==> config.mk <==
export PLATFORM = sky130hd
export DESIGN_NAME = pulse_tone_channel_core
export DESIGN_NICKNAME = d
export VERILOG_FILES = /design/src/rtl/ptc_pkg.sv /design/src/rtl/ptc_sweep_unit.sv /design/src/rtl/ptc_channel_state.sv /design/src/rtl/pulse_tone_channel_core.sv
export VERILOG_INCLUDE_DIRS = /design/src /design/src/rtl
export SDC_FILE = /design/constraint.sdc
export NUM_CORES = 1
export LEC_CHECK = 0
export BUFFER_PORTS_ARGS = -buffer_cell sky130_fd_sc_hd__buf_2
export CAP_MARGIN = 5
export CORE_ASPECT_RATIO = 0.6
export CORE_MARGIN = 2
export CORE_UTILIZATION = 54
export DETAILED_ROUTE_END_ITERATION = 8
export GPL_TIMING_DRIVEN = 0
export PLACE_DENSITY = 0.71
export SYNTH_ARGS = -nofsm -noshare
export SYNTH_HDL_FRONTEND = slang
export SYNTH_SLANG_ARGS = --single-unit
==> constraint.sdc <==
create_clock -name i_clk -period 10.9 [get_ports i_clk]
set_input_delay 0.545 -clock i_clk [delete_from_list [all_inputs] [get_ports i_clk]]
set_output_delay 0.545 -clock i_clk [all_outputs]
set_load 0.02 [all_outputs]
==> src/rtl/pulse_tone_channel_core_macros.svh <==
// Assertion macros shared by the pulse tone channel RTL.
// No dependencies; included by the modules that carry checks.
`ifndef PULSE_TONE_CHANNEL_CORE_MACROS_SVH
`define PULSE_TONE_CHANNEL_CORE_MACROS_SVH

// Same-cycle implication, held off while reset is asserted.
`define PTC_ASSERT_SAME(lbl, clk, rst_n, ante, cons) \
    lbl: assert property (@(posedge clk) disable iff (!(rst_n)) (ante) |-> (cons)) \
        else $error("pulse tone channel check failed");

// Next-cycle implication, held off while reset is asserted.
`define PTC_ASSERT_NEXT(lbl, clk, rst_n, ante, cons) \
    lbl: assert property (@(posedge clk) disable iff (!(rst_n)) (ante) |=> (cons)) \
        else $error("pulse tone channel check failed");

`endif

==> src/rtl/ptc_pkg.sv <==
// Types, codes and tables of the pulse tone channel.
// No dependencies; imported by every module of the block.
package ptc_pkg;

    typedef enum logic [2:0] {
        KIND_REG_WRITE   = 3'd0,
        KIND_ENABLE      = 3'd1,
        KIND_TIMER_TICK  = 3'd2,
        KIND_QUARTER     = 3'd3,
        KIND_HALF        = 3'd4
    } t_kind;

    localparam logic [1:0] REG_CONTROL   = 2'd0;
    localparam logic [1:0] REG_SWEEP     = 2'd1;
    localparam logic [1:0] REG_PERIOD_LO = 2'd2;
    localparam logic [1:0] REG_PERIOD_HI = 2'd3;

    localparam logic [10:0] PERIOD_MIN = 11'd8;
    localparam logic [3:0]  LEVEL_MAX  = 4'd15;

    // One request as it travels from the input register into the channel.
    typedef struct packed {
        logic [2:0] kind;
        logic [1:0] reg_index;
        logic [7:0] reg_value;
        logic       enable_bit;
    } t_event;

    // Sweep target and its range flags.
    typedef struct packed {
        logic [10:0] target;
        logic        negative;
        logic        overflow;
    } t_sweep;

    // Duty patterns, bit n is sequencer step n.
    localparam logic [7:0] DUTY_TABLE [4] = '{8'h02, 8'h06, 8'h1E, 8'hF9};

    function automatic logic [7:0] length_lookup(input logic [4:0] code);
        logic [7:0] len;
        case (code)
            5'd0:  len = 8'd10;
            5'd1:  len = 8'd254;
            5'd2:  len = 8'd20;
            5'd3:  len = 8'd2;
            5'd4:  len = 8'd40;
            5'd5:  len = 8'd4;
            5'd6:  len = 8'd80;
            5'd7:  len = 8'd6;
            5'd8:  len = 8'd160;
            5'd9:  len = 8'd8;
            5'd10: len = 8'd60;
            5'd11: len = 8'd10;
            5'd12: len = 8'd14;
            5'd13: len = 8'd12;
            5'd14: len = 8'd26;
            5'd15: len = 8'd14;
            5'd16: len = 8'd12;
            5'd17: len = 8'd16;
            5'd18: len = 8'd24;
            5'd19: len = 8'd18;
            5'd20: len = 8'd48;
            5'd21: len = 8'd20;
            5'd22: len = 8'd96;
            5'd23: len = 8'd22;
            5'd24: len = 8'd192;
            5'd25: len = 8'd24;
            5'd26: len = 8'd72;
            5'd27: len = 8'd26;
            5'd28: len = 8'd16;
            5'd29: len = 8'd28;
            5'd30: len = 8'd32;
            5'd31: len = 8'd30;
            default: len = 8'd0;
        endcase
        return len;
    endfunction

endpackage

==> src/rtl/ptc_sweep_unit.sv <==
// Sweep target calculation: period plus or minus the shifted period.
// Depends on ptc_pkg.
module ptc_sweep_unit
    import ptc_pkg::*;
(
    input  logic [10:0] i_period,
    input  logic [2:0]  i_amount,
    input  logic        i_down,
    input  logic        i_first_variant,
    output t_sweep      o_sweep
);

    logic [10:0] change;
    logic [11:0] sum;
    logic [12:0] diff;

    always_comb begin
        change = i_period >> i_amount;
        sum    = {1'b0, i_period} + {1'b0, change};
        // extra one off for the first-channel variant
        diff   = {2'b00, i_period} - {2'b00, change} - {12'd0, i_first_variant};
        if (i_down) begin
            o_sweep.target   = diff[10:0];
            o_sweep.negative = diff[12];
            o_sweep.overflow = 1'b0;
        end else begin
            o_sweep.target   = sum[10:0];
            o_sweep.negative = 1'b0;
            o_sweep.overflow = sum[11];
        end
    end

endmodule

==> src/rtl/ptc_channel_state.sv <==
// Channel state registers and the per-request update with level output.
// Depends on ptc_pkg, ptc_sweep_unit and the assertion macro header.
`include "pulse_tone_channel_core_macros.svh"

module ptc_channel_state
    import ptc_pkg::*;
(
    input  logic       i_clk,
    input  logic       i_rst_n,
    input  logic       i_step,
    input  t_event     i_event,
    input  logic       i_first_variant,
    output logic [3:0] o_level,
    output logic       o_length_nonzero
);

    logic [1:0]  r_duty_mode,        n_duty_mode;
    logic        r_halt_loop,        n_halt_loop;
    logic        r_fixed_volume,     n_fixed_volume;
    logic [3:0]  r_volume_period,    n_volume_period;
    logic [3:0]  r_env_divider,      n_env_divider;
    logic [3:0]  r_env_level,        n_env_level;
    logic        r_env_restart,      n_env_restart;
    logic        r_sweep_on,         n_sweep_on;
    logic [2:0]  r_sweep_div_period, n_sweep_div_period;
    logic        r_sweep_down,       n_sweep_down;
    logic [2:0]  r_sweep_amount,     n_sweep_amount;
    logic        r_sweep_reload,     n_sweep_reload;
    logic [2:0]  r_sweep_divider,    n_sweep_divider;
    logic [10:0] r_tone_period,      n_tone_period;
    logic [10:0] r_tone_countdown,   n_tone_countdown;
    logic [2:0]  r_step_position,    n_step_position;
    logic [7:0]  r_length_count,     n_length_count;
    logic        r_channel_on,       n_channel_on;

    t_sweep w_sweep_now;
    t_sweep w_sweep_next;
    logic   w_muted;
    logic   w_duty_high;

    // target on the current period drives the half-frame update
    ptc_sweep_unit u_sweep_now (
        .i_period        (r_tone_period),
        .i_amount        (r_sweep_amount),
        .i_down          (r_sweep_down),
        .i_first_variant (i_first_variant),
        .o_sweep         (w_sweep_now)
    );

    // target on the updated period drives muting of the reported level
    ptc_sweep_unit u_sweep_next (
        .i_period        (n_tone_period),
        .i_amount        (n_sweep_amount),
        .i_down          (n_sweep_down),
        .i_first_variant (i_first_variant),
        .o_sweep         (w_sweep_next)
    );

    always_comb begin
        n_duty_mode        = r_duty_mode;
        n_halt_loop        = r_halt_loop;
        n_fixed_volume     = r_fixed_volume;
        n_volume_period    = r_volume_period;
        n_env_divider      = r_env_divider;
        n_env_level        = r_env_level;
        n_env_restart      = r_env_restart;
        n_sweep_on         = r_sweep_on;
        n_sweep_div_period = r_sweep_div_period;
        n_sweep_down       = r_sweep_down;
        n_sweep_amount     = r_sweep_amount;
        n_sweep_reload     = r_sweep_reload;
        n_sweep_divider    = r_sweep_divider;
        n_tone_period      = r_tone_period;
        n_tone_countdown   = r_tone_countdown;
        n_step_position    = r_step_position;
        n_length_count     = r_length_count;
        n_channel_on       = r_channel_on;

        if (i_step) begin
            case (i_event.kind)
                KIND_REG_WRITE: begin
                    case (i_event.reg_index)
                        REG_CONTROL: begin
                            n_duty_mode     = i_event.reg_value[7:6];
                            n_halt_loop     = i_event.reg_value[5];
                            n_fixed_volume  = i_event.reg_value[4];
                            n_volume_period = i_event.reg_value[3:0];
                        end
                        REG_SWEEP: begin
                            n_sweep_on         = i_event.reg_value[7];
                            n_sweep_div_period = i_event.reg_value[6:4];
                            n_sweep_down       = i_event.reg_value[3];
                            n_sweep_amount     = i_event.reg_value[2:0];
                            n_sweep_reload     = 1'b1;
                        end
                        REG_PERIOD_LO: begin
                            n_tone_period = {r_tone_period[10:8], i_event.reg_value};
                        end
                        default: begin
                            n_tone_period = {i_event.reg_value[2:0], r_tone_period[7:0]};
                            if (r_channel_on) begin
                                n_length_count = length_lookup(i_event.reg_value[7:3]);
                            end
                            n_env_restart   = 1'b1;
                            n_step_position = '0;
                        end
                    endcase
                end
                KIND_ENABLE: begin
                    n_channel_on = i_event.enable_bit;
                    if (!i_event.enable_bit) begin
                        n_length_count = '0;
                    end
                end
                KIND_TIMER_TICK: begin
                    if (r_tone_countdown == '0) begin
                        n_tone_countdown = r_tone_period;
                        n_step_position  = r_step_position + 3'd1;
                    end else begin
                        n_tone_countdown = r_tone_countdown - 11'd1;
                    end
                end
                KIND_QUARTER: begin
                    if (r_env_restart) begin
                        n_env_restart = 1'b0;
                        n_env_level   = LEVEL_MAX;
                        n_env_divider = r_volume_period;
                    end else if (r_env_divider == '0) begin
                        n_env_divider = r_volume_period;
                        if (r_env_level != '0) begin
                            n_env_level = r_env_level - 4'd1;
                        end else if (r_halt_loop) begin
                            n_env_level = LEVEL_MAX;
                        end
                    end else begin
                        n_env_divider = r_env_divider - 4'd1;
                    end
                end
                KIND_HALF: begin
                    if (!r_halt_loop && r_length_count != '0) begin
                        n_length_count = r_length_count - 8'd1;
                    end
                    // take the target only when it stays in range
                    if (r_sweep_divider == '0 && r_sweep_on && r_sweep_amount != '0
                        && r_tone_period >= PERIOD_MIN
                        && !w_sweep_now.negative && !w_sweep_now.overflow) begin
                        n_tone_period = w_sweep_now.target;
                    end
                    if (r_sweep_divider == '0 || r_sweep_reload) begin
                        n_sweep_divider = r_sweep_div_period;
                        n_sweep_reload  = 1'b0;
                    end else begin
                        n_sweep_divider = r_sweep_divider - 3'd1;
                    end
                end
                default: begin
                end
            endcase
        end
    end

    // report the level of the state that this request leaves
    always_comb begin
        w_muted = (n_length_count == '0) || (n_tone_period < PERIOD_MIN)
                  || w_sweep_next.overflow;
        w_duty_high = DUTY_TABLE[n_duty_mode][n_step_position];
        if (!w_muted && w_duty_high) begin
            o_level = n_fixed_volume ? n_volume_period : n_env_level;
        end else begin
            o_level = '0;
        end
        o_length_nonzero = (n_length_count != '0);
    end

    always_ff @(posedge i_clk) begin
        if (!i_rst_n) begin
            r_duty_mode        <= '0;
            r_halt_loop        <= 1'b0;
            r_fixed_volume     <= 1'b0;
            r_volume_period    <= '0;
            r_env_divider      <= '0;
            r_env_level        <= '0;
            r_env_restart      <= 1'b0;
            r_sweep_on         <= 1'b0;
            r_sweep_div_period <= '0;
            r_sweep_down       <= 1'b0;
            r_sweep_amount     <= '0;
            r_sweep_reload     <= 1'b0;
            r_sweep_divider    <= '0;
            r_tone_period      <= '0;
            r_tone_countdown   <= '0;
            r_step_position    <= '0;
            r_length_count     <= '0;
            r_channel_on       <= 1'b0;
        end else begin
            r_duty_mode        <= n_duty_mode;
            r_halt_loop        <= n_halt_loop;
            r_fixed_volume     <= n_fixed_volume;
            r_volume_period    <= n_volume_period;
            r_env_divider      <= n_env_divider;
            r_env_level        <= n_env_level;
            r_env_restart      <= n_env_restart;
            r_sweep_on         <= n_sweep_on;
            r_sweep_div_period <= n_sweep_div_period;
            r_sweep_down       <= n_sweep_down;
            r_sweep_amount     <= n_sweep_amount;
            r_sweep_reload     <= n_sweep_reload;
            r_sweep_divider    <= n_sweep_divider;
            r_tone_period      <= n_tone_period;
            r_tone_countdown   <= n_tone_countdown;
            r_step_position    <= n_step_position;
            r_length_count     <= n_length_count;
            r_channel_on       <= n_channel_on;
        end
    end

    `PTC_ASSERT_SAME(a_level_needs_length, i_clk, i_rst_n,
        (o_level != '0), o_length_nonzero)
    `PTC_ASSERT_SAME(a_short_period_mutes, i_clk, i_rst_n,
        (n_tone_period < PERIOD_MIN), (o_level == '0))
    `PTC_ASSERT_NEXT(a_disable_clears_length, i_clk, i_rst_n,
        (i_step && i_event.kind == KIND_ENABLE && !i_event.enable_bit),
        (r_length_count == '0 && !r_channel_on))

endmodule

==> src/rtl/pulse_tone_channel_core.sv <==
// Top level of the pulse tone channel: request and result registers around
// the channel state. Depends on ptc_pkg, ptc_channel_state and the macro header.
//
// Usage:
//   Requests enter on i_in_valid / o_in_ready with i_kind, i_reg_index,
//   i_reg_value and i_enable_bit; kind selects a register write, an enable
//   write, a timer tick, a quarter-frame clock or a half-frame clock.
//   Every request yields exactly one result on o_out_valid / i_out_ready:
//   o_level (4-bit output volume) and o_length_nonzero.
//   An accepted request waits in the request register until the result
//   slot is free or being taken; then the channel state is updated and the
//   result is registered and shown on o_out_valid, to be taken while
//   i_out_ready is high. One request per cycle while the receiver does not
//   stall, set by the single channel state update between the two registers.
//   The user must write the first-channel sweep variant through i_cfg_wr_en /
//   i_cfg_wr_data only while no request is in flight; the block does not check.
//   Reset (i_rst_n low, synchronous) clears all channel state, the variant
//   bit and both valid flags.
//   When the receiver stalls, the result register holds, the request
//   register holds one more request, and o_in_ready drops once both are full.
`include "pulse_tone_channel_core_macros.svh"

module pulse_tone_channel_core
    import ptc_pkg::*;
(
    input  logic       i_clk,
    input  logic       i_rst_n,
    input  logic       i_in_valid,
    output logic       o_in_ready,
    input  logic [2:0] i_kind,
    input  logic [1:0] i_reg_index,
    input  logic [7:0] i_reg_value,
    input  logic       i_enable_bit,
    input  logic       i_cfg_wr_en,
    input  logic       i_cfg_wr_data,
    output logic       o_out_valid,
    input  logic       i_out_ready,
    output logic [3:0] o_level,
    output logic       o_length_nonzero
);

    logic       r_in_valid;
    t_event     r_event;
    logic       r_out_valid;
    logic [3:0] r_level;
    logic       r_length_nonzero;
    logic       r_first_variant;

    logic       w_advance;
    logic       w_step;
    logic [3:0] w_level;
    logic       w_length_nonzero;

    // advance the pipe whenever the result slot is free or being taken
    assign w_advance  = !r_out_valid || i_out_ready;
    assign w_step     = r_in_valid && w_advance;
    assign o_in_ready = !r_in_valid || w_advance;

    ptc_channel_state u_state (
        .i_clk            (i_clk),
        .i_rst_n          (i_rst_n),
        .i_step           (w_step),
        .i_event          (r_event),
        .i_first_variant  (r_first_variant),
        .o_level          (w_level),
        .o_length_nonzero (w_length_nonzero)
    );

    // variant bit: the user writes it only while idle; the block does not enforce this
    always_ff @(posedge i_clk) begin
        if (!i_rst_n) begin
            r_first_variant <= 1'b0;
        end else if (i_cfg_wr_en) begin
            r_first_variant <= i_cfg_wr_data;
        end
    end

    // request register
    always_ff @(posedge i_clk) begin
        if (!i_rst_n) begin
            r_in_valid <= 1'b0;
        end else if (i_in_valid && o_in_ready) begin
            r_in_valid <= 1'b1;
        end else if (w_advance) begin
            r_in_valid <= 1'b0;
        end
    end

    always_ff @(posedge i_clk) begin
        if (i_in_valid && o_in_ready) begin
            r_event.kind       <= i_kind;
            r_event.reg_index  <= i_reg_index;
            r_event.reg_value  <= i_reg_value;
            r_event.enable_bit <= i_enable_bit;
        end
    end

    // result register: hold while the receiver stalls
    always_ff @(posedge i_clk) begin
        if (!i_rst_n) begin
            r_out_valid <= 1'b0;
        end else if (w_advance) begin
            r_out_valid <= r_in_valid;
        end
    end

    always_ff @(posedge i_clk) begin
        if (w_step) begin
            r_level          <= w_level;
            r_length_nonzero <= w_length_nonzero;
        end
    end

    assign o_out_valid      = r_out_valid;
    assign o_level          = r_level;
    assign o_length_nonzero = r_length_nonzero;

    `PTC_ASSERT_NEXT(a_stalled_request_kept, i_clk, i_rst_n,
        (r_in_valid && !w_advance), (r_in_valid && $stable(r_event)))
    `PTC_ASSERT_NEXT(a_step_gives_result, i_clk, i_rst_n,
        w_step, r_out_valid)

endmodule
# After elaboration in Yosys (flattened, before gate mapping)
# Memory sizes are Yosys's and may differ from the RTL's. A register that Yosys moved wholly into a read port is not among the register bits.
# Cells that the tools add are included.
[totals]
ff_bits = 85
latch_bits = 0
ramBits = 0
romBits = 224
inputBits = 20
output_inout_bits = 7
word_cells = 152
memories = 1
[mem_list]
columns = ["memory", "depth", "word_bits", "rd", "rd_ports_with_merged_regs", "wr", "line_no", "source"]
rows = [
  ["(name not given)", 32, 7, 1, 1, 0, "ptc_pkg.sv:41", "case (code)"],
]
[classes]
n_addsub = 10
mul = 0
div_mod_pow = 0
n_lt_le_gt_ge = 4
n_eq_ne = 9
n_shift = 2
muxes = 55
bitwise_logic = 1
n_reduce_logical = 43
[op_table]
columns = ["op", "count"]
rows = [
  ["$mux W8", 7],
  ["$mux W4", 12],
  ["$pmux W11 S2", 2],
  ["$mux W11", 3],
  ["$add A11 B11 Y12", 2],
  ["$pmux W8 S3", 1],
  ["$shr A11 B3 Y11", 2],
  ["$mux W3", 7],
  ["$bmux W8 S2", 1],
  ["$reduce_bool A8 Y1", 2],
  ["$mux W1", 13],
  ["$mux W13", 1],
  ["$sub A12 B2 Y13", 1],
  ["$sub A11 B11 Y12", 1],
  ["$ge A11 B4 Y1 const B", 1],
  ["$logic_not A11 Y1", 1],
  ["$lt A11 B4 Y1 const B", 1],
  ["$sub A11 B1 Y11 const B", 1],
  ["$logic_and A1 B1 Y1", 9],
  ["$reduce_and A3 Y1", 3],
  ["$logic_not A8 Y1", 1],
  ["$reduce_and A2 Y1", 4],
  ["$sub A4 B1 Y4 const B", 2],
  ["$sub A8 B1 Y8 const B", 1],
  ["other kinds (28)", 45],
]

# Depth between registers and ports, before layout
[logic_depth]
depth_word = 16
depth_mapped = 29
depth_no_buf = 26

# Hierarchy
# From an unflattened synthesis, not the netlist that was laid out.
[unflattened]
hier_cells = 1016
area_unflattened_um2 = 8167.8
[modules_own_cells]
columns = ["module", "n_inst", "cells_each", "area_per_inst_um2", "seq_area_each_um2"]
rows = [
  ["ptc_channel_state", 1, 524, 4072.7, 1261.2],
  ["ptc_sweep_unit at u_state.u_sweep_now", 1, 232, 1699.1, 0.0],
  ["ptc_sweep_unit at u_state.u_sweep_next", 1, 229, 1685.4, 0.0],
  ["pulse_tone_channel_core", 1, 31, 710.7, 630.6],
]

# Least setup slack after synthesis
# OpenSTA, ideal clock, no wires.
[synth_path]
kind = "reg2reg"
startpoint = "reg u_state.r_sweep_amount[1]"
endpoint = "reg r_level[1] (netlist: o_level[1]) (data pin)"
setup_time_ns = 0.157
t_arrival_ns = 6.260
required_ns = 10.743
slack_ns = 4.483
path_stages_with_launch = 26
n_path_buf = 2
period_less_slack_ns = 6.417
path_cell_list = "dfxtp_1 > clkbuf_1 > clkbuf_1 > mux4_2 > mux2_2 > ha_1 > fa_1 > nand2b_1 > a21o_1 > and3_1 > or3_1 > and4_1 > a21oi_1 > o21ai_1 > a221o_2 > nor3b_1 > a311oi_1 > o211ai_1 > ha_1 > nand4_1 > nor2_1 > a221oi_1 > o221ai_1 > a311oi_2 > o21ai_2 > nor3_1"
[synth_between]
elab_chain_cells = 16
word_cells_on_any_way = 26
cone_classes = "4 x add/sub; 1 x order compare; 2 x shift; 8 x mux; 11 x reduce/logical"
[synth_rtl]
columns = ["item", "line_no", "source"]
rows = [
  ["start: declaration", "ptc_channel_state.sv:27", "logic [2:0] r_sweep_amount, n_sweep_amount;"],
  ["start signal: assignment", "ptc_channel_state.sv:206", "r_sweep_amount <= n_sweep_amount;"],
  ["$shr A11 B3 Y11", "ptc_sweep_unit.sv:18", "change = i_period >> i_amount;"],
  ["$sub A11 B11 Y12", "ptc_sweep_unit.sv:21", "diff = {2'b00, i_period} - {2'b00, change} - {12'd0, i_first_variant};"],
  ["$sub A12 B2 Y13", "ptc_sweep_unit.sv:21", ""],
  ["$mux W13", "ptc_sweep_unit.sv:22", "if (i_down) begin"],
  ["$logic_not A1 Y1", "ptc_channel_state.sv:146", "&& !w_sweep_now.negative && !w_sweep_now.overflow) begin"],
  ["$logic_and A1 B1 Y1 (2 in series)", "ptc_channel_state.sv:146", ""],
  ["$mux W11", "ptc_channel_state.sv:144", "if (r_sweep_divider == '0 && r_sweep_on && r_sweep_amount != '0"],
  ["$pmux W11 S2", "ptc_channel_state.sv:80", "case (i_event.kind)"],
  ["$mux W11", "ptc_channel_state.sv:79", "if (i_step) begin"],
  ["$shr A11 B3 Y11", "ptc_sweep_unit.sv:18", ""],
  ["$add A11 B11 Y12", "ptc_sweep_unit.sv:19", "sum = {1'b0, i_period} + {1'b0, change};"],
  ["$mux W1", "ptc_sweep_unit.sv:22", ""],
  ["$logic_or A1 B1 Y1 (*)", "ptc_channel_state.sv:165", "|| w_sweep_next.overflow;"],
  ["$logic_not A1 Y1 (*)", "ptc_channel_state.sv:167", "if (!w_muted && w_duty_high) begin"],
  ["$logic_and A1 B1 Y1 (*)", "ptc_channel_state.sv:167", ""],
  ["end signal: assignment", "pulse_tone_channel_core.sv:109", "r_level <= w_level;"],
  ["end: declaration", "pulse_tone_channel_core.sv:45", "logic [3:0] r_level;"],
]
# Mark *: on every way between the ends. The rest lies on a longest branch, timed or not.
# A chain may end at the register's enable or synchronous reset.

# Worst setup path in the final report
[layout_path]
startpoint = "reg u_state.r_sweep_amount[1]"
endpoint = "reg r_level[3] (netlist: o_level[3]) (data pin)"
# Same word-level chain as after synthesis.

==> key figures <==
Floorplanning
  • Die height: 97.8 um
  • Area of the die: 15700 um^2
  • Row Count: 34
  • Core ar.: 14400 um^2
  • Die X: 160 um
  • Initial Util: 0.549
  • Top Ports: 27

Yosys
  • Synth Area in Simple Gates: 0.252
  • Synth area leader: dfxtp_1
  • Compound-Gate Fraction of Synth Area: 0.265
  • Most common library cells after synthesis: nand2_1, nor2_1, a21oi_1, dfxtp_1, o21ai_0
  • Yosys reg bits: 92
  • Post-synthesis mux area share: 0.0791
  • Yosys warning total: 0
  • Main synth FF type: dfxtp_1
  • Cell Area, Synth: 7920 um^2
  • Synth Area in Adders: 0.0825
  • Async SR Flop Fraction: 0
  • Seq/Total Area, Yosys: 0.257
  • Count of cell types in the netlist: 86
  • Cell with the most instances after synthesis: nand2_1
  • Xor and xnor area share after synthesis: 0.0133
  • Syn Nets: 1112
  • Main combinational cell family by area after synthesis: compound AO/OA/AOI/OAI gates
  • Mean Syn Cell Area: 7.61 um^2
  • Number of flops mapped to enable cells by yosys: 19
  • Leading post-synthesis cells by cell area: dfxtp_1, ha_1, edfxtp_1
  • Top-area cell type share of the netlist area: 0.184
  • Post-Synthesis Cells: 1041

Worst setup path
  • R2R Setup Slk: 2.37 ns
  • Worst r2r dst: o_level[3]$_SDFFCE_PN0P_
  • Reg-to-Reg Start: u_state.r_sweep_amount[1]$_SDFF_PN0_
  • Crit path launch: u_state.r_sweep_amount[1]$_SDFF_PN0_
  • Critical path arrival: 8.59 ns
  • CP max FO: 10
  • Worst Setup EP: o_level[3]$_SDFFCE_PN0P_
  • WP data required: 10.96 ns
  • Setup crit end kind: flip-flop
  • Worst Reg-to-Reg Cells: 25
  • Startpoint Class: flip-flop
  • Crit Path Category: reg -> reg

STA
  • Final hold vios: 0
  • Slew HR: 0.231
  • Final Skew: 0.00733 ns
  • Crit path time final: 8.53 ns
  • Setup TNS: 0 ns
  • Fmax: 0.117 GHz
  • Hold_ws: 0.376 ns
  • Final Setup Violations: 0
  • Slew Limit Fails: 0
  • Setup WS post-layout: 2.37 ns
  • Crit share post-route: 0.782
  • Worst-Margin Slew: 1.12 ns
  • RSZ-0062 raised after global routing: no

Detailed routing
  • Vias: 8379
  • First-pass iteration count of the detailed router: 7
  • Residual DRC count: 0
  • Vias/cell: 6.54
  • Initial drt markers: 1208
  • Final ANT Viol Nets: 0
  • Average routed wire per standard cell: 19.8 um
  • Final wirelength: 25400 um

Pwr
  • Worst VDD drop: 0.0640 mV
  • Power share of the clock group: 0.418
  • Switching pwr: 0.213 mW
  • Combinational share of power: 0.121
  • Lkg Pwr: 3.54 nW
  • Cell internal pwr: 0.583 mW
  • Switching share of total power: 0.268
  • Part of the power in registers: 0.461
  • P per Cell Area: 92.4 nW/um^2

Global routing
  • Remaining global-route overflow: 0
  • Initial antenna violation count: 0
  • Pin count of the biggest net entering global routing: 17
  • GRT Util Overall: 0.321
  • Vias in the first global route: 7199
  • Global-route wire length before repair: 39800 um

CTS
  • CTS tree: done
  • TritonCTS Buffers: 9
  • Post-CTS Setup Inserts: 0
  • Htree depth: 3
  • Hold buffer count at CTS: 0
  • Clock buffer depth: 2
  • CTS sink cnt: 92
  • CTS root buffer: clkbuf_16
  • Clock network latency to the later pin of the worst-skew pair: 0.34 ns
  • CTS resizes: 0
  • Clock Pin Slew Worst Setup and Hold Paths: 0.07 ns

Cells and area
  • Final Cell Area: 8610 um^2
  • Non-Filler Instances: 1281
  • Layout cells sized above 1: 0.0859
  • Ant diodes: 0
  • Layout net count: 1149
  • Area grow syn2layout: 8.73%

Place
  • Pre-CTS setup slack: 2.81 ns
  • Area after DPL: 8300 um^2
  • Number of port buffers: 26
  • GPL Wtd Cong: 1.00
  • Dpl cells: 1265
  • Dpl hpwl: 19500 um

Status
  • Outcome: completed

Flow run
  • Maxcap violations: 0

Min path
  • Hold WC Path Type: in -> reg
## cell usage in the layout (no fill, tap or decap), types with 10 or more instances in the layout
cell       instances
a21oi_1           86
mux2i_1           39
dfxtp_1           73
o211ai_1          16
nand4_1           10
a31oi_1           14
edfxtp_1          19
clkbuf_1          41
buf_2             31
nor3_1            34
nand3_1           34
a21o_1            13
nor2b_1           13
inv_1             55
nor2_1           115
a211oi_1          11
nand2_1          117
mux2_2            15
and3_1            11
ha_1              49
o21ai_0           58
nand2b_1          13
clkbuf_16         10
and2_1            17
## power by group through the flow
stage / registers, mW / clock network (mW) / logic [mW]
3_3_place_gp: 0.374 / 0 / 0.0918
4_1_cts: 0.366 / 0.334 / 0.0934
2_1_floorplan: 0.370 / 0 / 0.0654
6_report: 0.367 / 0.333 / 0.0963
5_1_grt: 0.367 / 0.350 / 0.105
3_5_place_dp: 0.374 / 0 / 0.0929
## sequential cells by signal, indices dropped and copies added (netlist names), 2 cells and up, named ones only
register and cells:
r_event 14, u_state.r_tone_countdown 11, u_state.r_tone_period 11, u_state.r_length_count 8
o_level 4, u_state.r_env_divider 4, u_state.r_env_level 4, u_state.r_volume_period 4
u_state.r_step_position 3, u_state.r_sweep_amount 3, u_state.r_sweep_div_period 3, u_state.r_sweep_divider 3
u_state.r_duty_mode 2
## metrics by stage
| step | utilization | power, mW |
|---|---|---|
| detailed placement | 0.575 | 0.467 |
| finish | 0.597 | 0.796 |
| CTS | 0.597 | 0.793 |
| floorplan | - | 0.435 |
| global route | 0.597 | 0.822 |
| global placement | 0.575 | 0.465 |
## worst max-delay path, stage by stage (launching register included)
cell and delay, ns:
dfxtp_1 0.31, clkbuf_1 0.41, clkbuf_1 0.50, mux4_2 0.60
mux2_2 0.31, ha_1 0.23, fa_1 0.48, nand2b_1 0.29
a21o_1 0.31, and3_1 0.19, or3_1 0.48, and4_1 0.30
a21oi_1 0.32, o21ai_1 0.18, a21boi_0 0.68, mux2i_1 0.26
mux2i_1 0.28, mux2i_1 0.12, ha_1 0.32, nand4_1 0.12
nor2_1 0.17, o2111ai_1 0.27, a221oi_1 0.32, nand3_1 0.15
a21oi_1 0.48, nor3_1 0.15
## logic make-up after synthesis
group / Yosys count
buffers and inverters: 104
muxes: 57
and+or+nand+nor: 417
xor gates and xnor gates: 12
adders and majority gates: 51
DFF: 92
AOI/OAI and AO/OA: 308
## metal layers
| layer | track usage | wire length, um |
|---|---|---|
| met5 | 0 | 0 |
| met4 | 0.0464 | 205 |
| met3 | 0.139 | 4070 |
| met2 | 0.403 | 9120 |
| met1 | 0.503 | 12000 |
## worst min path at each step
stage                                                  from                                      end  slack, ns  depth (start not counted)
global placement    u_state.r_sweep_divider[1]$_SDFFE_PN0P_  u_state.r_sweep_divider[1]$_SDFFE_PN0P_       0.44                          2
detailed placement  u_state.r_sweep_divider[1]$_SDFFE_PN0P_  u_state.r_sweep_divider[1]$_SDFFE_PN0P_       0.46                          2
floorplan           u_state.r_sweep_divider[1]$_SDFFE_PN0P_  u_state.r_sweep_divider[1]$_SDFFE_PN0P_       0.43                          2
global route                                   i_enable_bit                     r_event[0]$_DFFE_PP_       0.37                          1
finish                                       i_reg_value[2]                     r_event[3]$_DFFE_PP_       0.38                          1
CTS                                          i_reg_value[2]                     r_event[3]$_DFFE_PP_       0.37                          1
## final cells by class
type,instances,area [um^2]
fillers,1321,5810
clock buffers,12,258
inverters,56,210
plain buffers,48,194
multi-input cells,845,5490
clock inverters,4,56.3
repair buffers,26,130
flip-flops and latches,92,2030
well taps,198,248
No activity file was read; power rests on OpenSTA's default activity.
